==> config.mk <==
export PLATFORM = sky130hd
export DESIGN_NAME = tcce_front_flat
export DESIGN_NICKNAME = d
export VERILOG_FILES = /design/src/rtl/core/tcce_pkg.sv /design/src/rtl/core/tcce_if.sv /design/src/rtl/core/tcce_front.sv /design/src/flat_wrapper.sv
export VERILOG_INCLUDE_DIRS = /design/src /design/src/rtl/core
export SDC_FILE = /design/constraint.sdc
export NUM_CORES = 1
export LEC_CHECK = 0
export BUFFER_PORTS_ARGS = -buffer_cell sky130_fd_sc_hd__buf_2
export CORE_ASPECT_RATIO = 0.8
export CORE_MARGIN = 4
export CORE_UTILIZATION = 35
export DETAILED_ROUTE_END_ITERATION = 8
export PLACE_DENSITY = 0.62
export SLEW_MARGIN = 20
export SYNTH_ARGS = -nofsm -noshare
export SYNTH_HDL_FRONTEND = slang
export SYNTH_SLANG_ARGS = --single-unit
==> constraint.sdc <==
create_clock -name clk -period 3.3 [get_ports clk]
set_input_delay 0.33 -clock clk [delete_from_list [all_inputs] [get_ports clk]]
set_output_delay 0.33 -clock clk [all_outputs]
set_load 0.02 [all_outputs]
==> src/rtl/core/text_console_cursor_engine_assert.svh <==
// Assertion macros shared by the console engine modules.
// Each macro expects signals named clk and arst_n in the using module.
`ifndef TEXT_CONSOLE_CURSOR_ENGINE_ASSERT_SVH
`define TEXT_CONSOLE_CURSOR_ENGINE_ASSERT_SVH

// Condition holds at every clock edge outside reset
`define TCCE_ASSERT_ALWAYS(lbl, cond, msg) \
	lbl: assert property (@(posedge clk) disable iff (!arst_n) (cond)) else $error(msg);

// Consequent holds in the same cycle as the antecedent
`define TCCE_ASSERT_IMPLY(lbl, ante, cons, msg) \
	lbl: assert property (@(posedge clk) disable iff (!arst_n) (ante) |-> (cons)) else $error(msg);

// Consequent holds in the cycle after the antecedent
`define TCCE_ASSERT_NEXT(lbl, ante, cons, msg) \
	lbl: assert property (@(posedge clk) disable iff (!arst_n) (ante) |=> (cons)) else $error(msg);

`endif

==> src/rtl/core/tcce_pkg.sv <==
// Shared types, sizes and codes for the text console cursor engine.
// No dependencies; every other file of the block but the assertion macro header imports this package.
`timescale 1ns / 1ps

package tcce_pkg;

	// Screen geometry
	localparam int COLUMNS    = 80;
	localparam int ROWS       = 25;
	localparam int TAB_STOP   = 4;
	localparam int CELLS      = COLUMNS * ROWS;
	localparam int COPY_CELLS = COLUMNS * (ROWS - 1);

	// Derived widths
	localparam int CIDX_W = $clog2(COLUMNS);
	localparam int COL_W  = $clog2(COLUMNS + TAB_STOP);
	localparam int ROW_W  = $clog2(ROWS);
	localparam int CELL_W = $clog2(CELLS);

	// Port field widths
	localparam int MODE_W      = 2;
	localparam int CHAR_W      = 8;
	localparam int INDEX_W     = 11;
	localparam int POS_W       = 11;
	localparam int CELL_DATA_W = 16;
	localparam int ATTR_W      = 8;

	// Command queue between front and back
	localparam int QUEUE_DEPTH = 2;
	localparam int QPTR_W      = $clog2(QUEUE_DEPTH);
	localparam int QCNT_W      = $clog2(QUEUE_DEPTH + 1);

	// Reset and fill values
	localparam logic [ATTR_W-1:0]      ATTR_RESET  = 8'h07;
	localparam logic [CELL_DATA_W-1:0] BLANK_RESET = 16'h0720;
	localparam logic [CELL_DATA_W-1:0] BLANK_FILL  = 16'h0020;

	// Mode codes
	localparam logic [MODE_W-1:0] MODE_PUT   = 2'd0;
	localparam logic [MODE_W-1:0] MODE_READ  = 2'd1;
	localparam logic [MODE_W-1:0] MODE_CLEAR = 2'd2;

	// Character codes
	localparam logic [CHAR_W-1:0] CH_BS    = 8'h08;
	localparam logic [CHAR_W-1:0] CH_TAB   = 8'h09;
	localparam logic [CHAR_W-1:0] CH_LF    = 8'h0A;
	localparam logic [CHAR_W-1:0] CH_CR    = 8'h0D;
	localparam logic [CHAR_W-1:0] CH_SPACE = 8'h20;

	// Classified operation
	typedef enum logic [2:0] {
		OP_NOP,
		OP_PUT,
		OP_BS,
		OP_TAB,
		OP_CR,
		OP_LF,
		OP_READ,
		OP_CLEAR
	} op_t;

	// Back end sequencer states
	typedef enum logic [2:0] {
		BK_IDLE,
		BK_EXEC,
		BK_READ,
		BK_SWEEP,
		BK_DONE
	} bk_state_t;

	// What a sweep over the frame store does
	typedef enum logic [1:0] {
		SW_INIT,
		SW_CLEAR,
		SW_SCROLL
	} sweep_t;

	// One classified command word
	typedef struct packed {
		op_t               op;
		logic [CHAR_W-1:0] ch;
		logic [CELL_W-1:0] addr;
		logic [CHAR_W-1:0] echo;
	} item_t;

	// Status from back to front
	typedef struct packed {
		logic init_busy;
	} bk_status_t;

	// Next tab stop for each column, built at elaboration
	typedef logic [COLUMNS-1:0][COL_W-1:0] tab_tbl_t;

	function automatic tab_tbl_t build_tab_tbl();
		tab_tbl_t t;
		for (int c = 0; c < COLUMNS; c++) begin
			t[c] = COL_W'((c / TAB_STOP + 1) * TAB_STOP);
		end
		return t;
	endfunction

	localparam tab_tbl_t TAB_NEXT = build_tab_tbl();

endpackage

==> src/rtl/core/tcce_if.sv <==
// Handshake channel interfaces of the console engine: command, result, config.
// Depends on tcce_pkg for field widths.
`timescale 1ns / 1ps

// Command channel
interface tcce_cmd_if import tcce_pkg::*; ();
	logic                valid;
	logic                ready;
	logic [MODE_W-1:0]   mode;
	logic [CHAR_W-1:0]   char_code;
	logic [INDEX_W-1:0]  cell_index;

	modport source (output valid, mode, char_code, cell_index, input ready);
	modport sink   (input valid, mode, char_code, cell_index, output ready);
endinterface


==> src/rtl/core/tcce_front.sv <==
// Front end: accepts command words, classifies them and queues them.
// Depends on tcce_pkg, tcce_if and the assertion macro header.
`timescale 1ns / 1ps
`include "text_console_cursor_engine_assert.svh"

module tcce_front import tcce_pkg::*; (
	input  logic          clk,
	input  logic          arst_n,
	tcce_cmd_if.sink      cmd,
	input  bk_status_t    status,
	output logic          q_valid,
	output item_t         q_item,
	input  logic          q_pop
);

	item_t               fifo_q [QUEUE_DEPTH];
	logic [QPTR_W-1:0]   wr_ptr_q;
	logic [QPTR_W-1:0]   rd_ptr_q;
	logic [QCNT_W-1:0]   count_q;
	item_t               cls;
	logic                push;

	// Classify the incoming word
	always_comb begin
		cls      = '0;
		cls.op   = OP_NOP;
		cls.ch   = cmd.char_code;
		cls.addr = CELL_W'(cmd.cell_index);
		cls.echo = '0;
		unique case (cmd.mode)
			MODE_PUT: begin
				cls.echo = cmd.char_code;
				if (cmd.char_code >= CH_SPACE) begin
					cls.op = OP_PUT;
				end else begin
					unique case (cmd.char_code)
						CH_BS:   cls.op = OP_BS;
						CH_TAB:  cls.op = OP_TAB;
						CH_CR:   cls.op = OP_CR;
						CH_LF:   cls.op = OP_LF;
						default: cls.op = OP_NOP;
					endcase
				end
			end
			MODE_READ: begin
				// out-of-range reads report zero without touching the store
				cls.op = (32'(cmd.cell_index) < CELLS) ? OP_READ : OP_NOP;
			end
			MODE_CLEAR: cls.op = OP_CLEAR;
			default:    cls.op = OP_NOP;
		endcase
	end

	// Handshake
	assign cmd.ready = (count_q != QCNT_W'(QUEUE_DEPTH)) && !status.init_busy;
	assign push      = cmd.valid && cmd.ready;
	assign q_valid   = (count_q != '0);
	assign q_item    = fifo_q[rd_ptr_q];

	// Queue pointers and fill count
	always_ff @(posedge clk or negedge arst_n) begin
		if (!arst_n) begin
			wr_ptr_q <= '0;
			rd_ptr_q <= '0;
			count_q  <= '0;
		end else begin
			if (push) begin
				wr_ptr_q <= (wr_ptr_q == QPTR_W'(QUEUE_DEPTH - 1)) ? '0 : wr_ptr_q + 1'b1;
			end
			if (q_pop) begin
				rd_ptr_q <= (rd_ptr_q == QPTR_W'(QUEUE_DEPTH - 1)) ? '0 : rd_ptr_q + 1'b1;
			end
			if (push && !q_pop) begin
				count_q <= count_q + 1'b1;
			end else if (!push && q_pop) begin
				count_q <= count_q - 1'b1;
			end
		end
	end

	// Queue storage
	always_ff @(posedge clk) begin
		if (push) begin
			fifo_q[wr_ptr_q] <= cls;
		end
	end

	`TCCE_ASSERT_ALWAYS(a_count_bound, count_q <= QCNT_W'(QUEUE_DEPTH), "queue count overflow")
	`TCCE_ASSERT_IMPLY(a_pop_nonempty, q_pop, count_q != '0, "pop from empty queue")
	`TCCE_ASSERT_IMPLY(a_init_empty, status.init_busy, count_q == '0, "word queued during init")
	`TCCE_ASSERT_NEXT(a_count_up, push && !q_pop, count_q == $past(count_q) + 1'b1, "count lost a push")

endmodule

==> src/flat_wrapper.sv <==
// flat-port wrapper written by rule: the top's interface ports become plain ports
module tcce_front_flat import tcce_pkg::*;
  (clk, arst_n, status, q_valid, q_item, q_pop, cmd_valid, cmd_mode, cmd_char_code, cmd_cell_index, cmd_ready);
  tcce_cmd_if cmd_i ();
  input  logic clk;
  input  logic arst_n;
  input  bk_status_t status;
  output logic q_valid;
  output item_t q_item;
  input  logic q_pop;
  input wire logic [$bits(cmd_i.valid)-1:0] cmd_valid;
  input wire logic [$bits(cmd_i.mode)-1:0] cmd_mode;
  input wire logic [$bits(cmd_i.char_code)-1:0] cmd_char_code;
  input wire logic [$bits(cmd_i.cell_index)-1:0] cmd_cell_index;
  output wire logic [$bits(cmd_i.ready)-1:0] cmd_ready;
  assign cmd_i.valid = cmd_valid;
  assign cmd_i.mode = cmd_mode;
  assign cmd_i.char_code = cmd_char_code;
  assign cmd_i.cell_index = cmd_cell_index;
  assign cmd_ready = cmd_i.ready;
  tcce_front u_core (.clk(clk), .arst_n(arst_n), .cmd(cmd_i), .status(status), .q_valid(q_valid), .q_item(q_item), .q_pop(q_pop));
endmodule
==> impl_metrics.yaml, run 1 <==
sta:
  fin_skew_ns: 0.00487
  worst_slack_ns: 1.27
  fin_setup_tns_ns: 0
  finalSetupViolations: 0
  worstMarginPinSlew_ns: 0.596
  whs_ns: 0.191
  clock.fmax_ghz: 0.492
  slew_viol_final: 0
  final.min_clock_period_ns: 2.03
  finalCritPeriodShare_pct: 61.6
  finalHoldViolations: 0
  slew-limit-headroom_pct: 60.1
  rsz0062_at_grt: "no"
layout:
  fill_cells: 673
  nets: 235
  diodes: 0
  design_area_sq_mm: 0.00312
  areaGrowthSynthToFinish_pct: 22.5
  layout-drive-gt1-share_pct: 49.8
  seq_area_sq_mm: 0.00190
  multi_input_area_sq_um: 594
yosys:
  synth-xor-area-share_pct: 2.06
  ys_seq_elements: 64
  synth_cell_types: 25
  syn_inst: 139
  synth_warnings: 0
  seq_area_frac_synth_pct: 74.6
  synth-compound-area-share_pct: 2.01
  syn-num-nets: 166
  yosys.area_share.simple_pct: 5.40
  muxShareOfSynthArea_pct: 13.2
  synth.avg_cell_area_sq_um: 18.3
  synth_top_family_by_area: "multiplexers"
  syn-cell-area_sq_mm: 0.00255
  synth_fa_ha_area_share_pct: 0.491
placed_design:
  place_area_sq_mm: 0.00294
  io_buffers: 57
  place.gp.congestion: 0.738
  place_ws_ns: 1.60
  dp_hpwl_microns: 3020
cts:
  cts_buffers: 9
  clkLatencyLatePin_ns: 0.33
  clkTransAtPathRegs_ns: 0.06
  clock_sinks: 64
  htree_levels: 3
  clock_path_buffers: 2
  root_buffer: "clkbuf_8"
  tritoncts: "done"
  cts_resized: 0
  cts_setup_buffers: 0
power_and_ir_drop:
  irDropWorstVdd_mv: 0.222
  power_density_mw_per_mm2: 776
  p_total_mw: 2.42
  power.leakage_nw: 1.19
die:
  start_util_pct: 36.5
  die_w_microns: 103
  core_sq_mm: 0.00699
  die_y_microns: 84.3
  die_area_sq_mm: 0.00872
  pin_count: 58
  fp-row-count: 27
global_route:
  antenna_found_initial: 0
  grt.total_usage_pct: 11.7
  grt_pass1_wl_microns: 7330
  grt_max_degree: 31
  grt_overflow_total: 0
  grt_pass1_vias: 1466
worst_setup_path:
  critPathKind: "register to output port"
  worstSetupEndpointType: "output port"
  crit_fanout: 27
  path_cells: "buf_4 -> mux2_2 -> buf_2"
  critPathSlowestCell: "dfrtp_1"
  worstSetupStartpointType: "register"
  critPathBufInv: 2
  max_stage_delay_ns: 0.44
  required_ns: 2.97
  r2r_setup_slack_ns: 1.74
  critPathTopFamily: "buffers and inverters"
  cp_data_arrival_time_ns: 1.70
routing:
  viasPerCell: 4.60
  drt_iter0_drc: 43
  vias: 1381
  postRouteAntennaNets: 0
  wirelength_microns: 4520
  route.detailed.drc: 0
  routedWlPerCell_microns: 15.1
  drt_pass1_iterations: 5
hold_path:
  min_path_type: "primary input to register"
flow_run:
  maxCapViolCount: 0
run_status:
  status: "completed"
-- cell type report --
| cell class | count | share of cell area, % |
|---|---|---|
| clock buffer | 11 | 4.21 |
| timing repair buffer | 61 | 10.2 |
| inverter | 6 | 0.721 |
| clock inverter | 5 | 1.52 |
| sequential | 64 | 60.9 |
| multi-input combinational | 66 | 19.0 |
| tap | 87 | 3.48 |
-- flip-flops by register name, summed over array words and instances (netlist names) --
name and flops:
u_core.wr_ptr_q 1, u_core.count_q 2, u_core.fifo_q 60, u_core.rd_ptr_q 1
-- cells in the mapped netlist, drive strengths merged --
library cell  number  area [sq um]
a22oi              2          15.0
nand2              1          3.75
xor2               3          26.3
inv                6          22.5
and3b              1          10.0
and2               8          51.3
xnor2              3          26.3
dfrtp              4           100
ha                 1          12.5
nand4b             1          8.76
nor3               1          16.3
nor3b              1          7.51
o211ai             2          15.0
nand4              1          6.26
nand3              1          5.00
buf                3          33.8
mux2              30           338
and3               1          6.26
and2b              1          7.51
o21ai              2          10.0
nor2               4          15.0
a21oi              1          5.00
a31oi              1          6.26
edfxtp            60          1800
-- placed cells by master, fill, tap and decap left out, drive strengths merged --
cell / n
and2: 8
inv: 6
and2b: 1
o211ai: 2
edfxtp: 60
nor2: 4
nand4: 1
xor2: 3
nand2: 1
nor3b: 1
xnor2: 3
buf: 60
and3: 1
a21oi: 1
o21ai: 2
bufinv: 1
clkinv: 4
and3b: 1
dfrtp: 4
dlygate4sd3: 1
a31oi: 1
mux2: 30
nor3: 1
a22oi: 2
ha: 1
nand3: 1
clkbuf: 11
nand4b: 1
-- metrics by stage --
step	utilization (%)	std cells
after floorplan	-	139
after global placement	42.0	283
after CTS	44.7	300
after detailed placement	42.0	283
after global routing	44.7	300
final	44.7	300
-- final timing paths --
kind                                                from                              to  depth (start not counted)
max                          u_core.rd_ptr_q$_DFFE_PN0P_                      q_item[22]                          3
min                                    cmd_cell_index[2]  u_core.fifo_q[0][10]$_DFFE_PP_                          1
max reg2reg                u_core.count_q[0]$_DFFE_PN0P_   u_core.fifo_q[1][7]$_DFFE_PP_                          4
min reg2reg                  u_core.wr_ptr_q$_DFFE_PN0N_     u_core.wr_ptr_q$_DFFE_PN0N_                          1
max in group asynchronous                         arst_n   u_core.count_q[0]$_DFFE_PN0P_                          2
min in group asynchronous                         arst_n     u_core.wr_ptr_q$_DFFE_PN0N_                          2
-- per-layer routing --
layer  up-vias  part of all wire (%)  track usage (%)
met4         0                   2.8             7.41
met5         -                     0                0
met3        10                   4.8             3.24
li1        668                     -                -
met1       668                    47             15.0
met2        35                    46             17.1
-- logic make-up (layout without fill, tap and decap cells) --
kind of cell | Yosys count | count (layout)
adders and majority gates | 1 | 1
DFF | 64 | 64
and+or+nand+nor | 21 | 21
xor gates and xnor gates | 6 | 6
AOI/OAI and AO/OA | 8 | 8
muxes | 30 | 30
buffers and inverters | 9 | 83
-- what timing repair did --
item	CTS	global route
hold buffers	1	0
setup endpoints to repair	0	0
hold endpoints to repair	4	0
-- power by group --
group	switching, mW	total [mW]	leakage, nW	internal (mW)
clock network	0.275	0.617	0.0922	0.342
registers	0.0443	1.06	0.598	1.02
logic	0.436	0.743	0.495	0.307
total	0.755	2.42	1.19	1.67
Power figures use the tool's default switching activity.
==> run 2, diff against run 1 <==
==> constraint.sdc (replaced) <==
create_clock -name clk -period 2.1 [get_ports clk]
set_input_delay 0.21 -clock clk [delete_from_list [all_inputs] [get_ports clk]]
set_output_delay 0.21 -clock clk [all_outputs]
set_load 0.02 [all_outputs]
==> impl_metrics.yaml, run 2 (same netlist as run 1, synthesis figures left out) <==
routing:
  viasPerCell: 4.63
  drt_iter0_drc: 81
  postRouteAntennaNets: 0
  route.detailed.drc: 0
  wirelength_microns: 4590
  drt_pass1_iterations: 5
  vias: 1394
  routedWlPerCell_microns: 15.2
cts:
  cts_buffers: 9
  clkLatencyLatePin_ns: 0.33
  tritoncts: "done"
  htree_levels: 3
  clock_sinks: 64
  cts_setup_buffers: 0
  holdBufCountCts: 1
  root_buffer: "clkbuf_8"
  clock_path_buffers: 2
  cts_resized: 0
  clkTransAtPathRegs_ns: 0.07
power_and_ir_drop:
  power.leakage_nw: 1.19
  p_total_mw: 3.75
  power_density_mw_per_mm2: 1200
  irDropWorstVdd_mv: 0.331
global_route:
  grt.total_usage_pct: 11.2
  grt_pass1_wl_microns: 7100
  grt_overflow_total: 0
  grt_pass1_vias: 1447
  grt_max_degree: 32
  antenna_found_initial: 0
die:
  pin_count: 58
  start_util_pct: 36.5
  die_y_microns: 84.3
  die_w_microns: 103
  core_sq_mm: 0.00699
  die_area_sq_mm: 0.00872
  fp-row-count: 27
layout:
  largest_register: "u_core.fifo_q"
  nets: 236
  multi_input_area_sq_um: 594
  largest_reg_flops: 60
  fill_cells: 625
  final_cell_mix: "edfxtp_1 (60), buf_2 (57), mux2_2 (30)"
  reg.largest.list: "u_core.fifo_q x60, u_core.count_q x2"
  final_common_cell: "edfxtp_1"
  diodes: 0
  layout-drive-gt1-share_pct: 50.0
  seq_area_sq_mm: 0.00190
  instances_no_fill: 301
  areaGrowthSynthToFinish_pct: 22.5
placed_design:
  io_buffers: 57
  place.gp.congestion: 0.746
  dp_hpwl_microns: 3110
  place_inst: 284
sta:
  final.min_clock_period_ns: 1.79
  finalHoldViolations: 0
  clock.fmax_ghz: 0.557
  slew-limit-headroom_pct: 54.5
  finalSetupViolations: 0
  fin_skew_ns: 0.00650
  worstMarginPinSlew_ns: 0.680
  rsz0062_at_grt: "no"
  slew_viol_final: 0
  whs_ns: 0.0714
  finalCritPeriodShare_pct: 85.4
  fin_setup_tns_ns: 0
worst_setup_path:
  cp_num_cells: 3
  cp_data_arrival_time_ns: 1.58
  critPathKind: "register to output port"
  crit_path_end: "q_item[2]"
  crit_start: "u_core.rd_ptr_q$_DFFE_PN0P_"
  max_stage_delay_ns: 0.40
  reg2reg_depth: 4
  required_ns: 1.89
  worstSetupEndpointType: "output port"
  critPathBufInv: 2
  rr_startpoint: "u_core.count_q[0]$_DFFE_PN0P_"
  crit_fanout: 31
  critPathSlowestCell: "mux2_2"
  r2r_setup_slack_ns: 0.58
  worstReg2RegEnd: "u_core.fifo_q[1][29]$_DFFE_PP_"
  worstSetupStartpointType: "register"
  path_cells: "buf_4 -> mux2_2 -> buf_2"
  critPathTopFamily: "buffers and inverters"
run_status:
  status: "completed"
hold_path:
  min_from: "q_pop"
  min_delay_path_depth: 2
  min_path_type: "primary input to register"
flow_run:
  maxCapViolCount: 0
[run 2: cell count changes in the layout (fill, tap and decap cells not counted), sizes merged]
cell	previous run	this run
clkbuf	11	15
clkinv	4	1
buf	60	61
bufinv	1	0
[run 2: how the worst min path moves through the flow]
stage                               endpoint
3_3_place_gp   u_core.count_q[1]$_DFFE_PN0P_
2_1_floorplan  u_core.count_q[0]$_DFFE_PN0P_
4_1_cts          u_core.rd_ptr_q$_DFFE_PN0P_
5_1_grt        u_core.fifo_q[0][9]$_DFFE_PP_
6_report         u_core.rd_ptr_q$_DFFE_PN0P_
3_5_place_dp   u_core.count_q[1]$_DFFE_PN0P_
[run 2: per-layer routing]
metal | track usage, % | vias up | routed length (microns)
li1 | - | 673 | -
met1 | 14.0 | 677 | 2020
met2 | 16.4 | 44 | 2180
met3 | 5.90 | 0 | 383
met4 | 4.24 | 0 | 0
met5 | 0 | - | 0
[run 2: power by group]
part / switching [mW] / leakage, nW / internal, mW
Sequential: 0.0553 / 0.598 / 1.60
Clock: 0.406 / 0.0877 / 0.493
Combinational: 0.709 / 0.500 / 0.488
Total: 1.17 / 1.19 / 2.58
[run 2: layout make-up]
type | instances | share of cell area [%]
Multi-Input combinational cell | 66 | 19.0
Tap cell | 87 | 3.48
Timing Repair Buffer | 62 | 10.4
Sequential cell | 64 | 60.9
Clock inverter | 1 | 0.160
Clock buffer | 15 | 5.33
Inverter | 6 | 0.721
[run 2: through the flow]
step                      worst slack (ns)  util [%]  instance area, sq um
after detailed placement             0.575      42.1                  2940
after global placement               0.597      42.1                  2940
final                                0.306      44.7                  3120
after CTS                            0.243      44.7                  3120
after global routing                 0.181      44.7                  3120
after floorplan                    0.00630         -                  2550
